File: config.mk
export PLATFORM = sky130hd
export DESIGN_NAME = fractional_rate_tick_timer
export DESIGN_NICKNAME = d
export VERILOG_FILES = /design/src/rtl/frtt_pkg.sv /design/src/rtl/frtt_setup.sv /design/src/rtl/frtt_tick.sv /design/src/rtl/fractional_rate_tick_timer.sv
export SDC_FILE = /design/constraint.sdc
export NUM_CORES = 1
export LEC_CHECK = 0
export BUFFER_PORTS_ARGS = -buffer_cell sky130_fd_sc_hd__buf_4
export CORE_ASPECT_RATIO = 2
export CORE_MARGIN = 4
export CORE_UTILIZATION = 61
export DETAILED_ROUTE_END_ITERATION = 6
export GPL_TIMING_DRIVEN = 0
export PLACE_DENSITY = 0.81
export SLEW_MARGIN = 30
export SYNTH_ARGS = -nofsm -noshare
export SYNTH_HDL_FRONTEND = slang
export SYNTH_HIERARCHICAL = 1
export SYNTH_SLANG_ARGS = --single-unit
File: constraint.sdc
create_clock -name clock -period 13.1 [get_ports clock]
set_input_delay 1.31 -clock clock [delete_from_list [all_inputs] [get_ports clock]]
set_output_delay 1.31 -clock clock [all_outputs]
set_load 0.03 [all_outputs]
File: src/rtl/frtt_pkg.sv
// ============================================================================
// frtt_pkg
// Shared widths, register codes, setup states and the interface types of the
// fractional-rate tick timer.
// ============================================================================
package frtt_pkg;

   localparam int TICKS_PER_SECOND_DEFAULT = 32768;
   localparam int PERIOD_WIDTH_DEFAULT     = 16;

   localparam int SECONDS_W  = 32;
   localparam int FRAC_W     = 16;
   localparam int SUB_W      = 15;
   localparam int STAMP_W    = 32;
   localparam int ERR_W      = 16;
   localparam int RATE_W     = 16;
   localparam int POR_W      = 17;
   localparam int DIV_STEPS  = 16;
   localparam int STEP_CNT_W = 4;
   localparam int CSR_ADDR_W = 4;
   localparam int CSR_DATA_W = 32;

   typedef enum logic [1:0] {
      REG_PERIOD_OR_RATE = 2'd0,
      REG_RATE_MODE      = 2'd1,
      REG_START_SECONDS  = 2'd2
   } csr_reg_type;

   typedef enum logic [1:0] {
      SETUP_IDLE,
      SETUP_LOAD,
      SETUP_DIV,
      SETUP_FINISH
   } setup_state_type;

   typedef struct packed {
      logic              enable;
      logic [RATE_W-1:0] rate_value;
      logic [ERR_W-1:0]  error_step;
   } timing_type;

   typedef struct packed {
      logic                 period_event;
      logic [SECONDS_W-1:0] epoch_seconds;
      logic [SUB_W-1:0]     sub_second;
      logic [STAMP_W-1:0]   tick_stamp;
   } result_type;

endpackage

File: src/rtl/frtt_setup.sv
// ============================================================================
// frtt_setup
// Derives the period lengths and error step from the configuration with a
// restoring divider, one quotient bit per cycle.
// ============================================================================
module frtt_setup #(
   parameter int TICKS_PER_SECOND = frtt_pkg::TICKS_PER_SECOND_DEFAULT,
   parameter int PERIOD_WIDTH     = frtt_pkg::PERIOD_WIDTH_DEFAULT
) (
   input  logic                        clock,
   input  logic                        reset,
   input  logic                        go,
   input  logic [frtt_pkg::POR_W-1:0]  period_or_rate,
   input  logic                        rate_mode,
   output logic                        busy,
   output frtt_pkg::timing_type        timing,
   output logic [PERIOD_WIDTH:0]       len_short,
   output logic [PERIOD_WIDTH:0]       len_long
);
   import frtt_pkg::*;

   localparam int LEN_W = PERIOD_WIDTH + 1;
   localparam int CMP_W = (LEN_W > POR_W + 1) ? LEN_W : POR_W + 1;
   localparam logic [CMP_W-1:0] PERIOD_CAP = {{(CMP_W-1){1'b0}}, 1'b1} << PERIOD_WIDTH;
   localparam logic [RATE_W-1:0] TR_VALUE = RATE_W'(TICKS_PER_SECOND);
   localparam logic [POR_W-1:0] TR_POR = POR_W'(TICKS_PER_SECOND);

   setup_state_type        state_ff, state_in;
   logic [STEP_CNT_W-1:0]  count_ff, count_in;
   logic [RATE_W-1:0]      dvd_ff, dvd_in;
   logic [RATE_W-1:0]      rem_ff, rem_in;
   logic [RATE_W-1:0]      quo_ff, quo_in;
   logic [RATE_W-1:0]      div_ff, div_in;
   timing_type             timing_ff, timing_in;
   logic [LEN_W-1:0]       len_short_ff, len_short_in;
   logic [LEN_W-1:0]       len_long_ff, len_long_in;

   always_ff @(posedge clock) begin
      if (reset) begin
         state_ff     <= SETUP_IDLE;
         count_ff     <= '0;
         timing_ff    <= '0;
         len_short_ff <= '0;
         len_long_ff  <= '0;
      end else begin
         state_ff     <= state_in;
         count_ff     <= count_in;
         timing_ff    <= timing_in;
         len_short_ff <= len_short_in;
         len_long_ff  <= len_long_in;
      end
   end

   always_ff @(posedge clock) begin
      dvd_ff <= dvd_in;
      rem_ff <= rem_in;
      quo_ff <= quo_in;
      div_ff <= div_in;
   end

   always_comb begin
      logic [RATE_W:0]    rem_shift;
      logic [RATE_W:0]    diff;
      logic [POR_W-1:0]   short_period;
      logic [CMP_W-1:0]   s_ext;
      logic [CMP_W-1:0]   l_ext;

      state_in     = state_ff;
      count_in     = count_ff;
      dvd_in       = dvd_ff;
      rem_in       = rem_ff;
      quo_in       = quo_ff;
      div_in       = div_ff;
      timing_in    = timing_ff;
      len_short_in = len_short_ff;
      len_long_in  = len_long_ff;

      rem_shift = {rem_ff, dvd_ff[RATE_W-1]};
      diff      = rem_shift - {1'b0, div_ff};

      if (rate_mode && period_or_rate != '0) begin
         short_period = {{(POR_W-RATE_W){1'b0}}, quo_ff};
      end else begin
         short_period = period_or_rate;
      end
      s_ext = CMP_W'(short_period);
      l_ext = s_ext + CMP_W'(1);

      case (state_ff)
         SETUP_IDLE: begin
         end
         SETUP_LOAD: begin
            div_in   = (period_or_rate > TR_POR) ? TR_VALUE : period_or_rate[RATE_W-1:0];
            dvd_in   = TR_VALUE;
            rem_in   = '0;
            quo_in   = '0;
            count_in = STEP_CNT_W'(DIV_STEPS - 1);
            state_in = SETUP_DIV;
         end
         SETUP_DIV: begin
            if (!diff[RATE_W]) begin
               rem_in = diff[RATE_W-1:0];
            end else begin
               rem_in = rem_shift[RATE_W-1:0];
            end
            quo_in   = {quo_ff[RATE_W-2:0], ~diff[RATE_W]};
            dvd_in   = {dvd_ff[RATE_W-2:0], 1'b0};
            count_in = count_ff - STEP_CNT_W'(1);
            if (count_ff == '0) begin
               state_in = SETUP_FINISH;
            end
         end
         SETUP_FINISH: begin
            timing_in.enable = (period_or_rate != '0);
            if (rate_mode && period_or_rate != '0) begin
               timing_in.rate_value = div_ff;
               timing_in.error_step = rem_ff;
            end else begin
               timing_in.rate_value = '0;
               timing_in.error_step = '0;
            end
            len_short_in = LEN_W'((s_ext > PERIOD_CAP) ? PERIOD_CAP : s_ext);
            len_long_in  = LEN_W'((l_ext > PERIOD_CAP) ? PERIOD_CAP : l_ext);
            state_in     = SETUP_IDLE;
         end
         default: begin
            state_in = SETUP_IDLE;
         end
      endcase

      if (go) begin
         timing_in.enable = 1'b0;
         state_in         = SETUP_LOAD;
      end
   end

   assign busy      = (state_ff != SETUP_IDLE);
   assign timing    = timing_ff;
   assign len_short = len_short_ff;
   assign len_long  = len_long_ff;

   a_rem_below_divisor: assert property (@(posedge clock) disable iff (reset)
      (state_ff == SETUP_FINISH && div_ff != '0) |-> rem_ff < div_ff)
      else $error("divider remainder not below divisor");

   a_enable_after_finish: assert property (@(posedge clock) disable iff (reset)
      $rose(timing_ff.enable) |-> $past(state_ff == SETUP_FINISH))
      else $error("timer enabled without a finished setup");

   a_enable_lengths: assert property (@(posedge clock) disable iff (reset)
      timing_ff.enable |-> (len_short_ff != '0 && len_long_ff >= len_short_ff))
      else $error("enabled timer with bad period lengths");

endmodule

File: src/rtl/frtt_tick.sv
// ============================================================================
// frtt_tick
// Per-tick state: period counter with error accumulator, seconds and
// sub-second ticks, and the result of the tick being processed.
// ============================================================================
module frtt_tick #(
   parameter int TICKS_PER_SECOND = frtt_pkg::TICKS_PER_SECOND_DEFAULT,
   parameter int PERIOD_WIDTH     = frtt_pkg::PERIOD_WIDTH_DEFAULT
) (
   input  logic                            clock,
   input  logic                            reset,
   input  logic                            step,
   input  logic                            second_mark,
   input  logic                            restart,
   input  logic                            load_seconds,
   input  logic [frtt_pkg::SECONDS_W-1:0]  load_value,
   input  frtt_pkg::timing_type            timing,
   input  logic [PERIOD_WIDTH:0]           len_short,
   input  logic [PERIOD_WIDTH:0]           len_long,
   output frtt_pkg::result_type            result
);
   import frtt_pkg::*;

   localparam int LEN_W = PERIOD_WIDTH + 1;
   localparam logic [FRAC_W-1:0]    TR_FRAC  = FRAC_W'(TICKS_PER_SECOND);
   localparam logic [FRAC_W-1:0]    TR_MAX   = FRAC_W'(TICKS_PER_SECOND - 1);
   localparam logic [STAMP_W-1:0]   TR_STAMP = STAMP_W'(TICKS_PER_SECOND);

   logic [PERIOD_WIDTH-1:0] period_count_ff, period_count_in;
   logic                    long_next_ff, long_next_in;
   logic [ERR_W-1:0]        error_sum_ff, error_sum_in;
   logic [SECONDS_W-1:0]    seconds_ff, seconds_in;
   logic [FRAC_W-1:0]       fraction_ff, fraction_in;

   logic [LEN_W-1:0]        cnt_inc;
   logic [LEN_W-1:0]        len_sel;
   logic                    fire;
   logic [ERR_W-1:0]        esum;
   logic                    wrap;
   logic [FRAC_W-1:0]       sub_clamp;
   logic [FRAC_W-1:0]       sub_sat;
   logic                    carry;

   always_ff @(posedge clock) begin
      if (reset) begin
         period_count_ff <= '0;
         long_next_ff    <= 1'b0;
         error_sum_ff    <= '0;
         seconds_ff      <= '0;
         fraction_ff     <= '0;
      end else begin
         period_count_ff <= period_count_in;
         long_next_ff    <= long_next_in;
         error_sum_ff    <= error_sum_in;
         seconds_ff      <= seconds_in;
         fraction_ff     <= fraction_in;
      end
   end

   assign cnt_inc = LEN_W'(period_count_ff) + LEN_W'(1);
   assign len_sel = long_next_ff ? len_long : len_short;
   assign fire    = timing.enable && (cnt_inc >= len_sel);
   assign esum    = error_sum_ff + timing.error_step;
   assign wrap    = (timing.rate_value != '0) && (esum >= timing.rate_value);

   always_comb begin
      period_count_in = period_count_ff;
      long_next_in    = long_next_ff;
      error_sum_in    = error_sum_ff;
      seconds_in      = seconds_ff;
      fraction_in     = fraction_ff;

      if (step) begin
         if (timing.enable) begin
            period_count_in = fire ? '0 : cnt_inc[PERIOD_WIDTH-1:0];
         end
         if (fire) begin
            error_sum_in = wrap ? esum - timing.rate_value : esum;
            long_next_in = wrap && (timing.error_step != '0);
         end
         if (second_mark) begin
            seconds_in  = seconds_ff + SECONDS_W'(1);
            fraction_in = '0;
         end else begin
            fraction_in = fraction_ff + FRAC_W'(1);
         end
      end

      if (restart) begin
         period_count_in = '0;
         long_next_in    = 1'b0;
         error_sum_in    = '0;
      end
      if (load_seconds) begin
         seconds_in  = load_value;
         fraction_in = '0;
      end
   end

   // clamp the sub-second count below the tick rate
   assign carry     = (fraction_in >= TR_FRAC);
   assign sub_clamp = carry ? fraction_in - TR_FRAC : fraction_in;
   assign sub_sat   = (sub_clamp >= TR_FRAC) ? TR_MAX : sub_clamp;

   assign result.period_event  = fire;
   assign result.epoch_seconds = seconds_in + SECONDS_W'(carry);
   assign result.sub_second    = sub_sat[SUB_W-1:0];
   assign result.tick_stamp    = seconds_in * TR_STAMP + STAMP_W'(fraction_in);

   a_count_below_len: assert property (@(posedge clock) disable iff (reset)
      timing.enable |-> LEN_W'(period_count_ff) < len_sel)
      else $error("period counter past period length");

   a_error_below_rate: assert property (@(posedge clock) disable iff (reset)
      (timing.enable && timing.rate_value != '0) |-> error_sum_ff < timing.rate_value)
      else $error("error accumulator not below rate");

   a_long_needs_step: assert property (@(posedge clock) disable iff (reset)
      long_next_ff |-> timing.error_step != '0)
      else $error("long period without error step");

endmodule

File: src/rtl/fractional_rate_tick_timer.sv
// ============================================================================
// fractional_rate_tick_timer
// Tick timer with fractional-rate period events, epoch seconds, sub-second
// ticks and a 32-bit tick timestamp, one result word per tick word.
//
//   channel  direction  handshake              payload
//   req      in         req_valid / req_stall  req_second_mark
//   rsp      out        rsp_valid / rsp_stall  rsp_period_event, rsp_epoch_seconds,
//                                              rsp_sub_second, rsp_tick_stamp
//   csr      in/out     psel / penable / pready  paddr, pwdata, prdata
//
// One tick word per cycle unless req_stall is high; each word passes an input
// register and then a result register.
// A write to period_or_rate or rate_mode runs the setup divider (one quotient
// bit per cycle); req_stall is high meanwhile.
// Reset clears all counters and disables period events.
// rsp_stall holds the result register; the input register takes one more word.
// ============================================================================
module fractional_rate_tick_timer #(
   parameter int TICKS_PER_SECOND = frtt_pkg::TICKS_PER_SECOND_DEFAULT,
   parameter int PERIOD_WIDTH     = frtt_pkg::PERIOD_WIDTH_DEFAULT
) (
   input  logic                             clock,
   input  logic                             reset,

   input  logic                             req_valid,
   output logic                             req_stall,
   input  logic                             req_second_mark,

   output logic                             rsp_valid,
   input  logic                             rsp_stall,
   output logic                             rsp_period_event,
   output logic [frtt_pkg::SECONDS_W-1:0]   rsp_epoch_seconds,
   output logic [frtt_pkg::SUB_W-1:0]       rsp_sub_second,
   output logic [frtt_pkg::STAMP_W-1:0]     rsp_tick_stamp,

   input  logic                             psel,
   input  logic                             penable,
   input  logic                             pwrite,
   input  logic [frtt_pkg::CSR_ADDR_W-1:0]  paddr,
   input  logic [frtt_pkg::CSR_DATA_W-1:0]  pwdata,
   output logic [frtt_pkg::CSR_DATA_W-1:0]  prdata,
   output logic                             pready
);
   import frtt_pkg::*;

   logic [POR_W-1:0]      por_ff, por_in;
   logic                  mode_ff, mode_in;
   logic [SECONDS_W-1:0]  start_ff, start_in;
   logic                  in_valid_ff, in_valid_in;
   logic                  in_mark_ff, in_mark_in;
   logic                  out_valid_ff, out_valid_in;
   result_type            out_ff, out_in;

   csr_reg_type           reg_sel;
   logic                  wr;
   logic                  setup_go;
   logic                  load_seconds;
   logic                  setup_busy;
   logic                  out_free;
   logic                  accept;
   logic                  step;
   timing_type            timing;
   logic [PERIOD_WIDTH:0] len_short;
   logic [PERIOD_WIDTH:0] len_long;
   result_type            result;

   assign pready       = 1'b1;
   assign reg_sel      = csr_reg_type'(paddr[CSR_ADDR_W-1:2]);
   assign wr           = psel && penable && pwrite && pready;
   assign setup_go     = wr && (reg_sel == REG_PERIOD_OR_RATE || reg_sel == REG_RATE_MODE);
   assign load_seconds = wr && (reg_sel == REG_START_SECONDS);

   always_comb begin
      por_in   = por_ff;
      mode_in  = mode_ff;
      start_in = start_ff;
      prdata   = '0;
      if (wr) begin
         case (reg_sel)
            REG_PERIOD_OR_RATE: por_in   = pwdata[POR_W-1:0];
            REG_RATE_MODE:      mode_in  = pwdata[0];
            REG_START_SECONDS:  start_in = pwdata[SECONDS_W-1:0];
            default: begin
            end
         endcase
      end
      case (reg_sel)
         REG_PERIOD_OR_RATE: prdata = CSR_DATA_W'(por_ff);
         REG_RATE_MODE:      prdata = CSR_DATA_W'(mode_ff);
         REG_START_SECONDS:  prdata = CSR_DATA_W'(start_ff);
         default:            prdata = '0;
      endcase
   end

   assign out_free  = !out_valid_ff || !rsp_stall;
   assign req_stall = setup_busy || (in_valid_ff && !out_free);
   assign accept    = req_valid && !req_stall;
   assign step      = in_valid_ff && out_free;

   always_comb begin
      in_valid_in  = in_valid_ff;
      in_mark_in   = in_mark_ff;
      out_valid_in = out_valid_ff;
      out_in       = out_ff;
      if (accept) begin
         in_valid_in = 1'b1;
         in_mark_in  = req_second_mark;
      end else if (out_free) begin
         in_valid_in = 1'b0;
      end
      if (step) begin
         out_valid_in = 1'b1;
         out_in       = result;
      end else if (!rsp_stall) begin
         out_valid_in = 1'b0;
      end
   end

   always_ff @(posedge clock) begin
      if (reset) begin
         por_ff       <= '0;
         mode_ff      <= 1'b0;
         start_ff     <= '0;
         in_valid_ff  <= 1'b0;
         out_valid_ff <= 1'b0;
      end else begin
         por_ff       <= por_in;
         mode_ff      <= mode_in;
         start_ff     <= start_in;
         in_valid_ff  <= in_valid_in;
         out_valid_ff <= out_valid_in;
      end
   end

   always_ff @(posedge clock) begin
      in_mark_ff <= in_mark_in;
      out_ff     <= out_in;
   end

   frtt_setup #(
      .TICKS_PER_SECOND (TICKS_PER_SECOND),
      .PERIOD_WIDTH     (PERIOD_WIDTH)
   ) u_setup (
      .clock          (clock),
      .reset          (reset),
      .go             (setup_go),
      .period_or_rate (por_ff),
      .rate_mode      (mode_ff),
      .busy           (setup_busy),
      .timing         (timing),
      .len_short      (len_short),
      .len_long       (len_long)
   );

   frtt_tick #(
      .TICKS_PER_SECOND (TICKS_PER_SECOND),
      .PERIOD_WIDTH     (PERIOD_WIDTH)
   ) u_tick (
      .clock        (clock),
      .reset        (reset),
      .step         (step),
      .second_mark  (in_mark_ff),
      .restart      (setup_go),
      .load_seconds (load_seconds),
      .load_value   (pwdata[SECONDS_W-1:0]),
      .timing       (timing),
      .len_short    (len_short),
      .len_long     (len_long),
      .result       (result)
   );

   assign rsp_valid         = out_valid_ff;
   assign rsp_period_event  = out_ff.period_event;
   assign rsp_epoch_seconds = out_ff.epoch_seconds;
   assign rsp_sub_second    = out_ff.sub_second;
   assign rsp_tick_stamp    = out_ff.tick_stamp;

   a_step_fills_output: assert property (@(posedge clock) disable iff (reset)
      step |=> out_valid_ff)
      else $error("processed word did not reach the result register");

   a_busy_stalls: assert property (@(posedge clock) disable iff (reset)
      setup_busy |-> !accept)
      else $error("word accepted during timer setup");

   a_stalled_holds_input: assert property (@(posedge clock) disable iff (reset)
      (in_valid_ff && !out_free) |=> in_valid_ff)
      else $error("input register dropped a word under stall");

endmodule
==> impl_metrics.env, run 1 <==
export IMPL_synth_seq_cells=336
export IMPL_avgSynthCellArea_um2=9.30
export IMPL_overflow=0
export IMPL_cts_hold_buf=0
export IMPL_place_inst=2677
export IMPL_critPathCaptureType="flip-flop"
export IMPL_port_buffer_count=155
export IMPL_io_pins=159
export IMPL_drt_iter0_markers=1072
export IMPL_die_area_um2=35000
export IMPL_synth_top_area_share_pct=21.2
export IMPL_num_nets_final=2413
export IMPL_dpl_hpwl_um=46500
export IMPL_yosysTopAreaCell="dfxtp_1"
export IMPL_antenna_found_initial=1
export IMPL_start_util_pct=61.8
export IMPL_pwr_density_cell_nw_per_um2=129
export IMPL_grt_pass1_vias=17330
export IMPL_outcome="finished, final reports clean"
export IMPL_synth_nets=2221
export IMPL_setup_violations=0
export IMPL_rsz0062_at_grt="no"
export IMPL_layout_drive_gt1_share_pct=13.8
export IMPL_cts_tree="done"
export IMPL_syn_to_final_growth_pct=14.8
export IMPL_cts_path_max_buffers=3
export IMPL_crit_fanout=10
export IMPL_htreeDepth=1
export IMPL_syn_inst=2094
export IMPL_path_clk_slew_ps=70
export IMPL_hold_path_class="flip-flop to flip-flop"
export IMPL_finalMaxSlewViolations=0
export IMPL_vias=16950
export IMPL_drt_first_pass_iters=6
export IMPL_worst_pin_slew_ps=933
export IMPL_drc=0
export IMPL_top_usage_layer="met2"
export IMPL_grt_max_degree=23
export IMPL_post_cts_resized=0
export IMPL_required_ps=13500
export IMPL_period_minus_slack_ps=6510
export IMPL_postRouteAntennaNets=0
export IMPL_synth_area_leaders="dfxtp_1 (21%), edfxtp_1 (20%), mux2i_1 (6.9%)"
export IMPL_max_vdd_ir_drop_uv=132
export IMPL_worstSetupPathType="primary input to flip-flop"
export IMPL_async_flop_share_pct=0
export IMPL_clk_insertion_delay_late_ps=580
export IMPL_grtUsageMet3_pct=4.80
export IMPL_slowest_stage="nor4_4"
export IMPL_drt_wl_total_um=59300
export IMPL_cap_violations=0
export IMPL_use_met2_pct=64.3
export IMPL_std_cell_rows=92
export IMPL_cts_sinks=336
export IMPL_synth_commonest_cells="dfxtp_1 (206), nor2_1 (177), a21oi_1 (144)"
export IMPL_syn_cell_area_um2=19500
export IMPL_design_area_um2=22400
export IMPL_core_um2=31500
export IMPL_final_cell_count_no_fill=2733
export IMPL_ys_seq_area_share_pct=41.2
export IMPL_grt_met1_usage_pct=28.9
export IMPL_cts_root_buffer="clkbuf_16"
export IMPL_grt_use_total_pct=33.0
export IMPL_finalHoldViolations=0
export IMPL_synthFlopType="dfxtp_1"
export IMPL_gp_congestion=0.998
export IMPL_slowest_delay_ps=720
export IMPL_start_kind="primary input"
export IMPL_fp_dieH_um=261
export IMPL_cts_setup_buffers=0
export IMPL_cp_arrival_ps=6910
export IMPL_fmax_mhz=154
export IMPL_fin_skew_ps=13.8
export IMPL_crit_family="buffers and inverters"
export IMPL_via_per_inst=6.20
export IMPL_cpMostUsedCell="buf_2"
export IMPL_leakagePower_uw=0.00874
export IMPL_die_w_um=134
export IMPL_synth_cell_types=92
export IMPL_path_buf_inv=9
export IMPL_cts_buffers=30
export IMPL_crit_path_cell_trace="buf_4, buf_6, and2b_4, and4_4, buf_12, buf_12, buf_2, buf_2, buf_2, buf_1, clkbuf_1, nand2_1, o21ai_0, ha_1, ha_1, nand2_1, or3_4, nor4_4, and4b_1, xor2_1"
export IMPL_placed_area_um2=21300
export IMPL_wl_per_cell_um=21.7
export IMPL_period_share_pct=49.7
export IMPL_grt_pass1_wl_um=91400
export IMPL_synth_edf_count=130
export IMPL_synth_most_common_cell="dfxtp_1"
export IMPL_slew_headroom_pct=37.3
export IMPL_ys_warn_count=6
-- cells by family after synthesis --
group / count (synthesis) / share of synthesized area, %
AO/OA/AOI/OAI: 385 / 12.7
other: 1 / 0.0192
adder cells (fa/ha/maj): 83 / 5.45
buffers and inverters: 183 / 4.48
flip-flops: 336 / 41.2
XOR/XNOR: 113 / 5.08
multiplexers: 145 / 7.55
AND/OR/NAND/NOR: 848 / 23.5
-- flip-flops by register name, summed over array words and instances (netlist names), 2 cells and up --
name                    flops
por_ff                     17
rsp_epoch_seconds          32
rsp_sub_second             15
rsp_tick_stamp             32
start_ff                   32
u_setup/count_ff            4
u_setup/div_ff             16
u_setup/len_long           17
u_setup/len_short          17
u_setup/quo_ff             16
u_setup/rem_ff             16
u_setup/state_ff            2
u_setup/timing             33
u_tick/error_sum_ff        16
u_tick/fraction_ff         16
u_tick/period_count_ff     16
u_tick/seconds_ff          32
-- layout make-up --
| class | instances | area (µm²) |
|---|---|---|
| inverter | 65 | 244 |
| antenna | 1 | 2.50 |
| timing repair buffer | 160 | 1280 |
| clock buffer | 40 | 851 |
| fill | 2544 | 9180 |
| multi-input combinational | 1575 | 10600 |
| buffer | 118 | 629 |
| tap | 423 | 529 |
| clock inverter | 15 | 185 |
| sequential | 336 | 8030 |
-- power breakdown --
part	total (µW)	leakage (µW)	internal, µW	switching [µW]
Combinational	662	0.00532	256	406
Sequential	1280	0.00290	1210	69.8
Clock	942	0.000509	536	406
Total	2880	0.00874	2000	882
-- layout by cell type (no fill, tap or decap), types with 8 or more instances in the layout --
cell / Yosys / final
a211oi_1: 12 / 12
edfxtp_1: 130 / 130
buf_2: 13 / 13
or3_1: 28 / 28
o21a_1: 13 / 13
clkbuf_1: 70 / 76
ha_1: 80 / 79
a21o_1: 15 / 15
and2_1: 64 / 64
mux2_2: 9 / 9
mux2i_1: 134 / 134
nand2_1: 129 / 129
o211ai_1: 10 / 10
dfxtp_1: 206 / 206
a22oi_1: 8 / 8
nand3_1: 107 / 107
and3_1: 30 / 30
nor4_1: 23 / 23
nand4_1: 28 / 28
buf_4: 20 / 175
a21oi_1: 144 / 144
a31oi_1: 11 / 11
a221oi_1: 9 / 9
nor3_1: 57 / 56
or2_2: 12 / 12
xor2_1: 39 / 39
o31a_1: 9 / 9
a2bb2oi_1: 11 / 11
and4_1: 12 / 12
nand2b_1: 105 / 105
nor2b_1: 26 / 26
inv_1: 64 / 64
xnor2_1: 74 / 73
nor2_1: 177 / 177
clkbuf_16: 0 / 32
o21ai_0: 74 / 74
-- worst reg2reg max path, cell delays in order (launching register included) --
cell and delay (ps):
dfxtp_1 630, nor4_2 170, nand4_2 190, o21a_4 220, buf_6 180, clkbuf_1 450, clkbuf_1 560, mux2i_1 340
inv_1 160, ha_1 150, clkbuf_1 350, nand3_1 130, nor2_1 240, nand2_1 110, mux2i_2 360, nand4b_1 180
mux2i_1 170, nor2_1 430, clkbuf_1 490, a221oi_1 110, nor3_1 210
-- worst paths after layout --
kind | start | end | slack, ps | cells past startpoint
min reg2reg | u_setup/len_short[5] | u_setup/len_short[5] | 470 | 2
max reg2reg | por_ff[9] | u_setup/len_long[9] | 7200 | 20
min | u_setup/len_short[5] | u_setup/len_short[5] | 470 | 2
max | paddr[3] | rsp_epoch_seconds[28] | 6590 | 20
-- through the flow --
stage / setup slack (ps) / total power [µW] / hold slack [ps] / TNS [ps] / util (%)
global route: 6520 / 2990 / 490 / 0 / 70.9
CTS: 6830 / 2890 / 473 / 0 / 70.9
floorplan: 2210 / 1730 / 440 / 0 / -
finish: 6590 / 2880 / 472 / 0 / 70.9
detailed placement: 6280 / 1950 / 462 / 0 / 67.6
global placement: -1760 / 1920 / 454 / -47990 / 67.1
-- per-layer routing --
layer  part of all wire [%]  vias to the layer above
li1                       -                     7915
met1                     31                     8018
met2                     55                      726
met3                    5.0                      291
met4                    9.3                        0
met5                      0                        -
Power figures use the tool's default switching activity.
==> run 2: changes to the inputs <==
- ABC_AREA: default -> 1
- CORE_UTILIZATION: 61 -> 55
- PLACE_DENSITY: 0.81 -> 0.77
- clock period: 13.1 -> 5.7 ns (I/O delays scaled with it)
==> run 2 against run 1 <==
  * Final cell count up 24%
  * Final area up 3.4%
  * Global-route usage down 1.3 points
  * Sequential share of layout area down 1.2 points
  * Hold slack worse by 320 ps
  * Critical path type is now flip-flop to flip-flop
  * Critical endpoint is now u_tick/error_sum_ff[7]
  * Largest cell class unchanged
  * Highest routed layer unchanged
==> impl_metrics.env, run 2 <==
export IMPL_tns_ps=0
export IMPL_io_pins=159
export IMPL_overflow=0
export IMPL_synth_nets=2843
export IMPL_avgSynthCellArea_um2=7.46
export IMPL_setup_violations=0
export IMPL_synth_commonest_cells="nand2_1 (589), nor2_1 (390), inv_1 (302)"
export IMPL_path_clk_slew_ps=70
export IMPL_drt_first_pass_iters=6
export IMPL_pwr_density_cell_nw_per_um2=291
export IMPL_die_w_um=144
export IMPL_period_minus_slack_ps=4460
export IMPL_leakagePower_uw=0.0101
export IMPL_synth_area_leaders="dfxtp_1 (20%), edfxtp_1 (19%), nand2_1 (11%)"
export IMPL_cts_path_max_buffers=3
export IMPL_clk_insertion_delay_late_ps=600
export IMPL_grt_use_total_pct=31.7
export IMPL_cts_tree="done"
export IMPL_cts_buffers=31
export IMPL_final_cell_mix="nand2_1 (589), nor2_1 (390), inv_1 (302), nand3_1 (218), dfxtp_1 (206)"
export IMPL_vias=19037
export IMPL_htreeDepth=1
export IMPL_syn_to_final_growth_pct=14.2
export IMPL_antenna_found_initial=1
export IMPL_die_area_um2=40100
export IMPL_grt_max_degree=22
export IMPL_start_util_pct=55.6
export IMPL_std_cell_rows=99
export IMPL_worstSetupPathType="flip-flop to flip-flop"
export IMPL_slowest_stage="dfxtp_1"
export IMPL_port_buffer_count=155
export IMPL_max_vdd_ir_drop_uv=267
export IMPL_synth_seq_cells=336
export IMPL_start_kind="flip-flop"
export IMPL_syn_cell_area_um2=20300
export IMPL_gp_congestion=1.04
export IMPL_synth_edf_count=130
export IMPL_ys_warn_count=6
export IMPL_cp_arrival_ps=4950
export IMPL_layout_drive_gt1_share_pct=13.7
export IMPL_grt_pass1_vias=19160
export IMPL_yosysTopAreaCell="dfxtp_1"
export IMPL_fin_skew_ps=14.9
export IMPL_synth_most_common_cell="nand2_1"
export IMPL_drc=0
export IMPL_num_nets_final=3036
export IMPL_outcome="finished, final reports clean"
export IMPL_period_share_pct=78.2
export IMPL_cts_setup_buffers=0
export IMPL_post_cts_resized=0
export IMPL_critPathCaptureType="flip-flop"
export IMPL_async_flop_share_pct=0
export IMPL_crit_path_cell_trace="ha_1, nand2_1, nor2_1, nand2_1, nor2_1, nand3_1, nor2_1, nand2_1, nor2_1, xor2_1, ha_1, nand4_1, nor3_1, nand4_1, o2111ai_1, nand2_1, inv_2, clkbuf_1, o211ai_1, nand2_1, inv_1"
export IMPL_postRouteAntennaNets=0
export IMPL_cpMostUsedCell="nand2_1"
export IMPL_cts_sinks=336
export IMPL_via_per_inst=5.62
export IMPL_dpl_hpwl_um=52300
export IMPL_rsz0062_at_grt="no"
export IMPL_cts_root_buffer="clkbuf_16"
export IMPL_whs_ps=150
export IMPL_required_ps=6190
export IMPL_syn_inst=2716
export IMPL_fp_dieH_um=279
export IMPL_grt_pass1_wl_um=99100
export IMPL_slowest_delay_ps=400
export IMPL_ys_seq_area_share_pct=39.6
export IMPL_finalMaxSlewViolations=0
export IMPL_worst_pin_slew_ps=789
export IMPL_slew_headroom_pct=47.2
export IMPL_finalHoldViolations=0
export IMPL_synth_cell_types=59
export IMPL_core_um2=36400
export IMPL_cts_hold_buf=0
export IMPL_fmax_mhz=224
export IMPL_hold_path_class="primary input to flip-flop"
export IMPL_largest_register_ffs=33
export IMPL_synthFlopType="dfxtp_1"
export IMPL_wl_per_cell_um=18.9
export IMPL_cap_violations=0
export IMPL_drt_wl_total_um=64200
export IMPL_synth_top_area_share_pct=20.4
export IMPL_crit_fanout=10
export IMPL_final_common_cell="nand2_1"
export IMPL_drt_iter0_markers=1033
==> run 2: critical path: cells and delay by family (launching register included) <==
kind | cells | cell delay [ps]
buf+inv | 3 | 650
compound gates | 2 | 420
simple gates | 13 | 2220
xor+xnor | 1 | 110
flops | 1 | 400
fa+ha+maj | 2 | 540
==> run 2: logic make-up (layout without fill, tap and decap cells) <==
group,Yosys count,in the layout,share of synthesized area (%)
AO/OA/AOI/OAI,282,282,8.15
XOR/XNOR,92,92,3.98
adder cells (fa/ha/maj),83,83,5.24
buffers and inverters,428,646,8.97
flip-flops,336,336,39.6
multiplexers,18,18,0.896
other,1,2,0.0185
AND/OR/NAND/NOR,1476,1476,33.1
==> run 2: power breakdown <==
| group | total [µW] | internal, µW | switching (µW) |
|---|---|---|---|
| Combinational | 1660 | 558 | 1100 |
| Sequential | 3000 | 2830 | 175 |
| Clock | 2060 | 1100 | 954 |
| Total | 6720 | 4490 | 2230 |
==> run 2: worst paths after layout <==
| path | from | to | slack, ps | depth (start not counted) |
|---|---|---|---|---|
| max | u_tick/period_count_ff[0] | u_tick/error_sum_ff[7] | 1240 | 21 |
| min | req_second_mark | in_mark_ff | 150 | 1 |
| max reg2reg | u_tick/period_count_ff[0] | u_tick/error_sum_ff[7] | 1240 | 21 |
| min reg2reg | u_setup/len_short[5] | u_setup/len_short[5] | 470 | 2 |
==> run 2: cell type report <==
type | count | area, µm²
fill | 3262 | 13300
multi-input combinational | 1952 | 10400
sequential | 336 | 8030
timing repair buffer | 160 | 1290
inverter | 315 | 1180
clock buffer | 42 | 890
buffer | 113 | 634
tap | 454 | 568
clock inverter | 16 | 105
antenna | 1 | 2.50
==> run 2: metrics by stage <==
| stage | worst slack [ps] | utilization [%] | instances | instance area (µm²) | total power, µW |
|---|---|---|---|---|---|
| 2_1_floorplan | 486 | - | 2716 | 20300 | 4090 |
| 3_3_place_gp | -1450 | 60.4 | 3325 | 22000 | 4590 |
| 3_5_place_dp | 848 | 60.8 | 3330 | 22100 | 4680 |
| 4_1_cts | 1300 | 63.5 | 3388 | 23100 | 6750 |
| 5_1_grt | 873 | 63.5 | 3389 | 23100 | 7020 |
| 6_report | 1240 | 63.5 | 3389 | 23100 | 6720 |
==> run 2: metal layers <==
metal,routed length (µm),GRT usage (%)
met1,19400,26.7
met3,3010,4.82
met5,0,0
met4,6730,27.4
met2,35100,61.2
==> run 3: changes to the inputs <==
- ABC_AREA: 1 -> 0
- clock period: 5.7 -> 3.7 ns (I/O delays scaled with it)
==> run 3 against run 2 <==
  * Critical path type unchanged
  * Total power is 56% higher
  * Final area is 3.5% higher
  * Flip-flop and latch count stayed put
  * Sequential share of layout area is 0.94 points lower
  * Via count is 9.5% lower
  * First-iteration DRC count is 6.8% lower
  * Maximum frequency is 7.5% higher
  * Non-clock buffer count is 81 higher
  * The flow now finishes with violations (setup timing)
  * Largest cell class unchanged
==> impl_metrics.env, run 3 (synthesis results as in run 1) <==
export IMPL_crit_family="compound AO/OA/AOI/OAI gates"
export IMPL_setup_ws_ps=-448
export IMPL_worst_pin_slew_ps=981
export IMPL_clk_insertion_delay_late_ps=580
export IMPL_num_nets_final=2491
export IMPL_cts_buffers=31
export IMPL_via_per_inst=6.08
export IMPL_crit_path_cell_trace="ha_4, fa_2, a211oi_2, nor2_2, o31a_1, buf_4, o21a_1, nor2_1, xnor2_2, ha_1, nand3_1, nor4_2, or3_1, a211o_1, and2_4, buf_12, buf_12, mux2i_4, a21oi_2"
export IMPL_cts_sinks=336
export IMPL_path_clk_slew_ps=70
export IMPL_final_cell_mix="buf_4 (252), dfxtp_1 (179), nor2_1 (165), a21oi_1 (134), edfxtp_1 (130)"
export IMPL_cap_violations=0
export IMPL_finalMaxSlewViolations=0
export IMPL_finalHoldViolations=0
export IMPL_cts_path_max_buffers=3
export IMPL_grt_pass1_wl_um=94500
export IMPL_gp_congestion=0.950
export IMPL_wl_per_cell_um=22.0
export IMPL_grt_pass1_vias=17538
export IMPL_core_um2=35100
export IMPL_n_antenna_cell=0
export IMPL_vias=17232
export IMPL_postRouteAntennaNets=0
export IMPL_cts_root_buffer="clkbuf_16"
export IMPL_period_share_pct=112
export IMPL_grt_max_degree=24
export IMPL_dpl_hpwl_um=47400
export IMPL_drt_first_pass_iters=5
export IMPL_required_ps=4200
export IMPL_port_buffer_count=155
export IMPL_start_util_pct=55.5
export IMPL_slowest_delay_ps=370
export IMPL_drt_wl_total_um=62200
export IMPL_fin_skew_ps=13.5
export IMPL_layout_drive_gt1_share_pct=22.6
export IMPL_path_buf_inv=3
export IMPL_max_vdd_ir_drop_uv=440
export IMPL_drt_iter0_markers=963
export IMPL_pwr_density_cell_nw_per_um2=439
export IMPL_die_area_um2=38700
export IMPL_worstSetupPathType="flip-flop to flip-flop"
export IMPL_largest_register_ffs=33
export IMPL_cts_tree="done"
export IMPL_violations="setup timing"
export IMPL_overflow=0
export IMPL_htreeDepth=1
export IMPL_antenna_found_initial=0
export IMPL_slew_headroom_pct=34.1
export IMPL_final_cell_count_no_fill=2833
export IMPL_final_common_cell="buf_4"
export IMPL_leakagePower_uw=0.00936
export IMPL_io_pins=159
export IMPL_setup_violations=25
export IMPL_outcome="finished with violations"
export IMPL_fmax_mhz=241
export IMPL_cp_arrival_ps=4650
export IMPL_grt_use_total_pct=31.0
export IMPL_period_minus_slack_ps=4150
export IMPL_fp_dieH_um=274
export IMPL_critPathCaptureType="flip-flop"
export IMPL_slowest_stage="dfxtp_4"
export IMPL_drc=0
export IMPL_hold_path_class="primary input to flip-flop"
export IMPL_start_kind="flip-flop"
export IMPL_syn_to_final_growth_pct=22.8
export IMPL_place_ws_ps=-1860
export IMPL_std_cell_rows=97
export IMPL_rsz0062_at_grt="yes"
export IMPL_crit_fanout=7
export IMPL_cpMostUsedCell="buf_12"
export IMPL_die_w_um=141
export IMPL_nFillCells=2774
export IMPL_final_core_util_pct=68.2
export IMPL_tns_ps=-6760
export IMPL_place_inst=2699
-- run 3: cell types whose count changed in the layout (fill, tap and decap cells not counted), sizes merged, moves of 26 or more --
cell    change
and2       +63
and3       +29
buf        +69
inv       -246
mux2i     +118
nand2     -492
nand2b    +105
nand3     -123
nand4      -44
nor2      -244
nor2b      +26
or3        +30
xnor2      +52
xor2       -31
-- run 3: final cells by class --
| class | count | area (µm²) | share of cell area (%) |
|---|---|---|---|
| Multi-Input combinational cell | 1576 | 11300 | 47.2 |
| Sequential cell | 336 | 8080 | 33.8 |
| Tap cell | 445 | 557 | 2.33 |
| Clock buffer | 32 | 790 | 3.30 |
| Inverter | 65 | 244 | 1.02 |
| Buffer | 111 | 731 | 3.05 |
| Clock inverter | 25 | 302 | 1.26 |
| Timing Repair Buffer | 243 | 1940 | 8.09 |
-- run 3: per-stage QoR --
stage | hold WS, ps | power (µW) | cell area [µm²]
after floorplan | 440 | 6100 | 19800
after global placement | 451 | 6810 | 21500
after detailed placement | 461 | 6930 | 21600
after CTS | 56.3 | 10500 | 23300
after global routing | 76.5 | 10900 | 23900
final | 76.5 | 10500 | 23900
-- run 3: path summary, 6_finish.rpt --
check | from | to | slack [ps] | cells past startpoint
max | u_setup/timing[0] | u_tick/error_sum_ff[10] | -450 | 19
min | pwdata[20] | start_ff[20] | 80 | 3
max reg2reg | u_setup/timing[0] | u_tick/error_sum_ff[10] | -450 | 19
min reg2reg | start_ff[0] | start_ff[0] | 470 | 2
-- run 3: tightest hold or removal path: cells and delay by family --
family	cells	cell delay, ps
buf+inv	1	120
simple gates	1	60
mux	1	60
-- run 3: power breakdown --
group / internal (µW) / switching (µW) / total [µW]
Clock: 1980 / 1500 / 3490
Combinational: 996 / 1480 / 2470
Sequential: 4270 / 276 / 4550
Total: 7250 / 3260 / 10500
-- run 3: what timing repair did --
action,CTS,global route
pin swaps,32,42
buffers inserted,43,37
hold buffers,1,0
gates resized for setup,96,78
gates cloned,2,1
setup endpoints to repair,144,70
hold endpoints to repair,1,0
-- run 3: routing by layer --
layer  vias up  wire length (µm)  global-route usage (%)
li1       8070                 -                       -
met4         0              4930                    21.5
met3       261              2930                    4.19
met5         -                 0                       0
met1      8276             19600                    28.2
met2       625             34800                    61.1
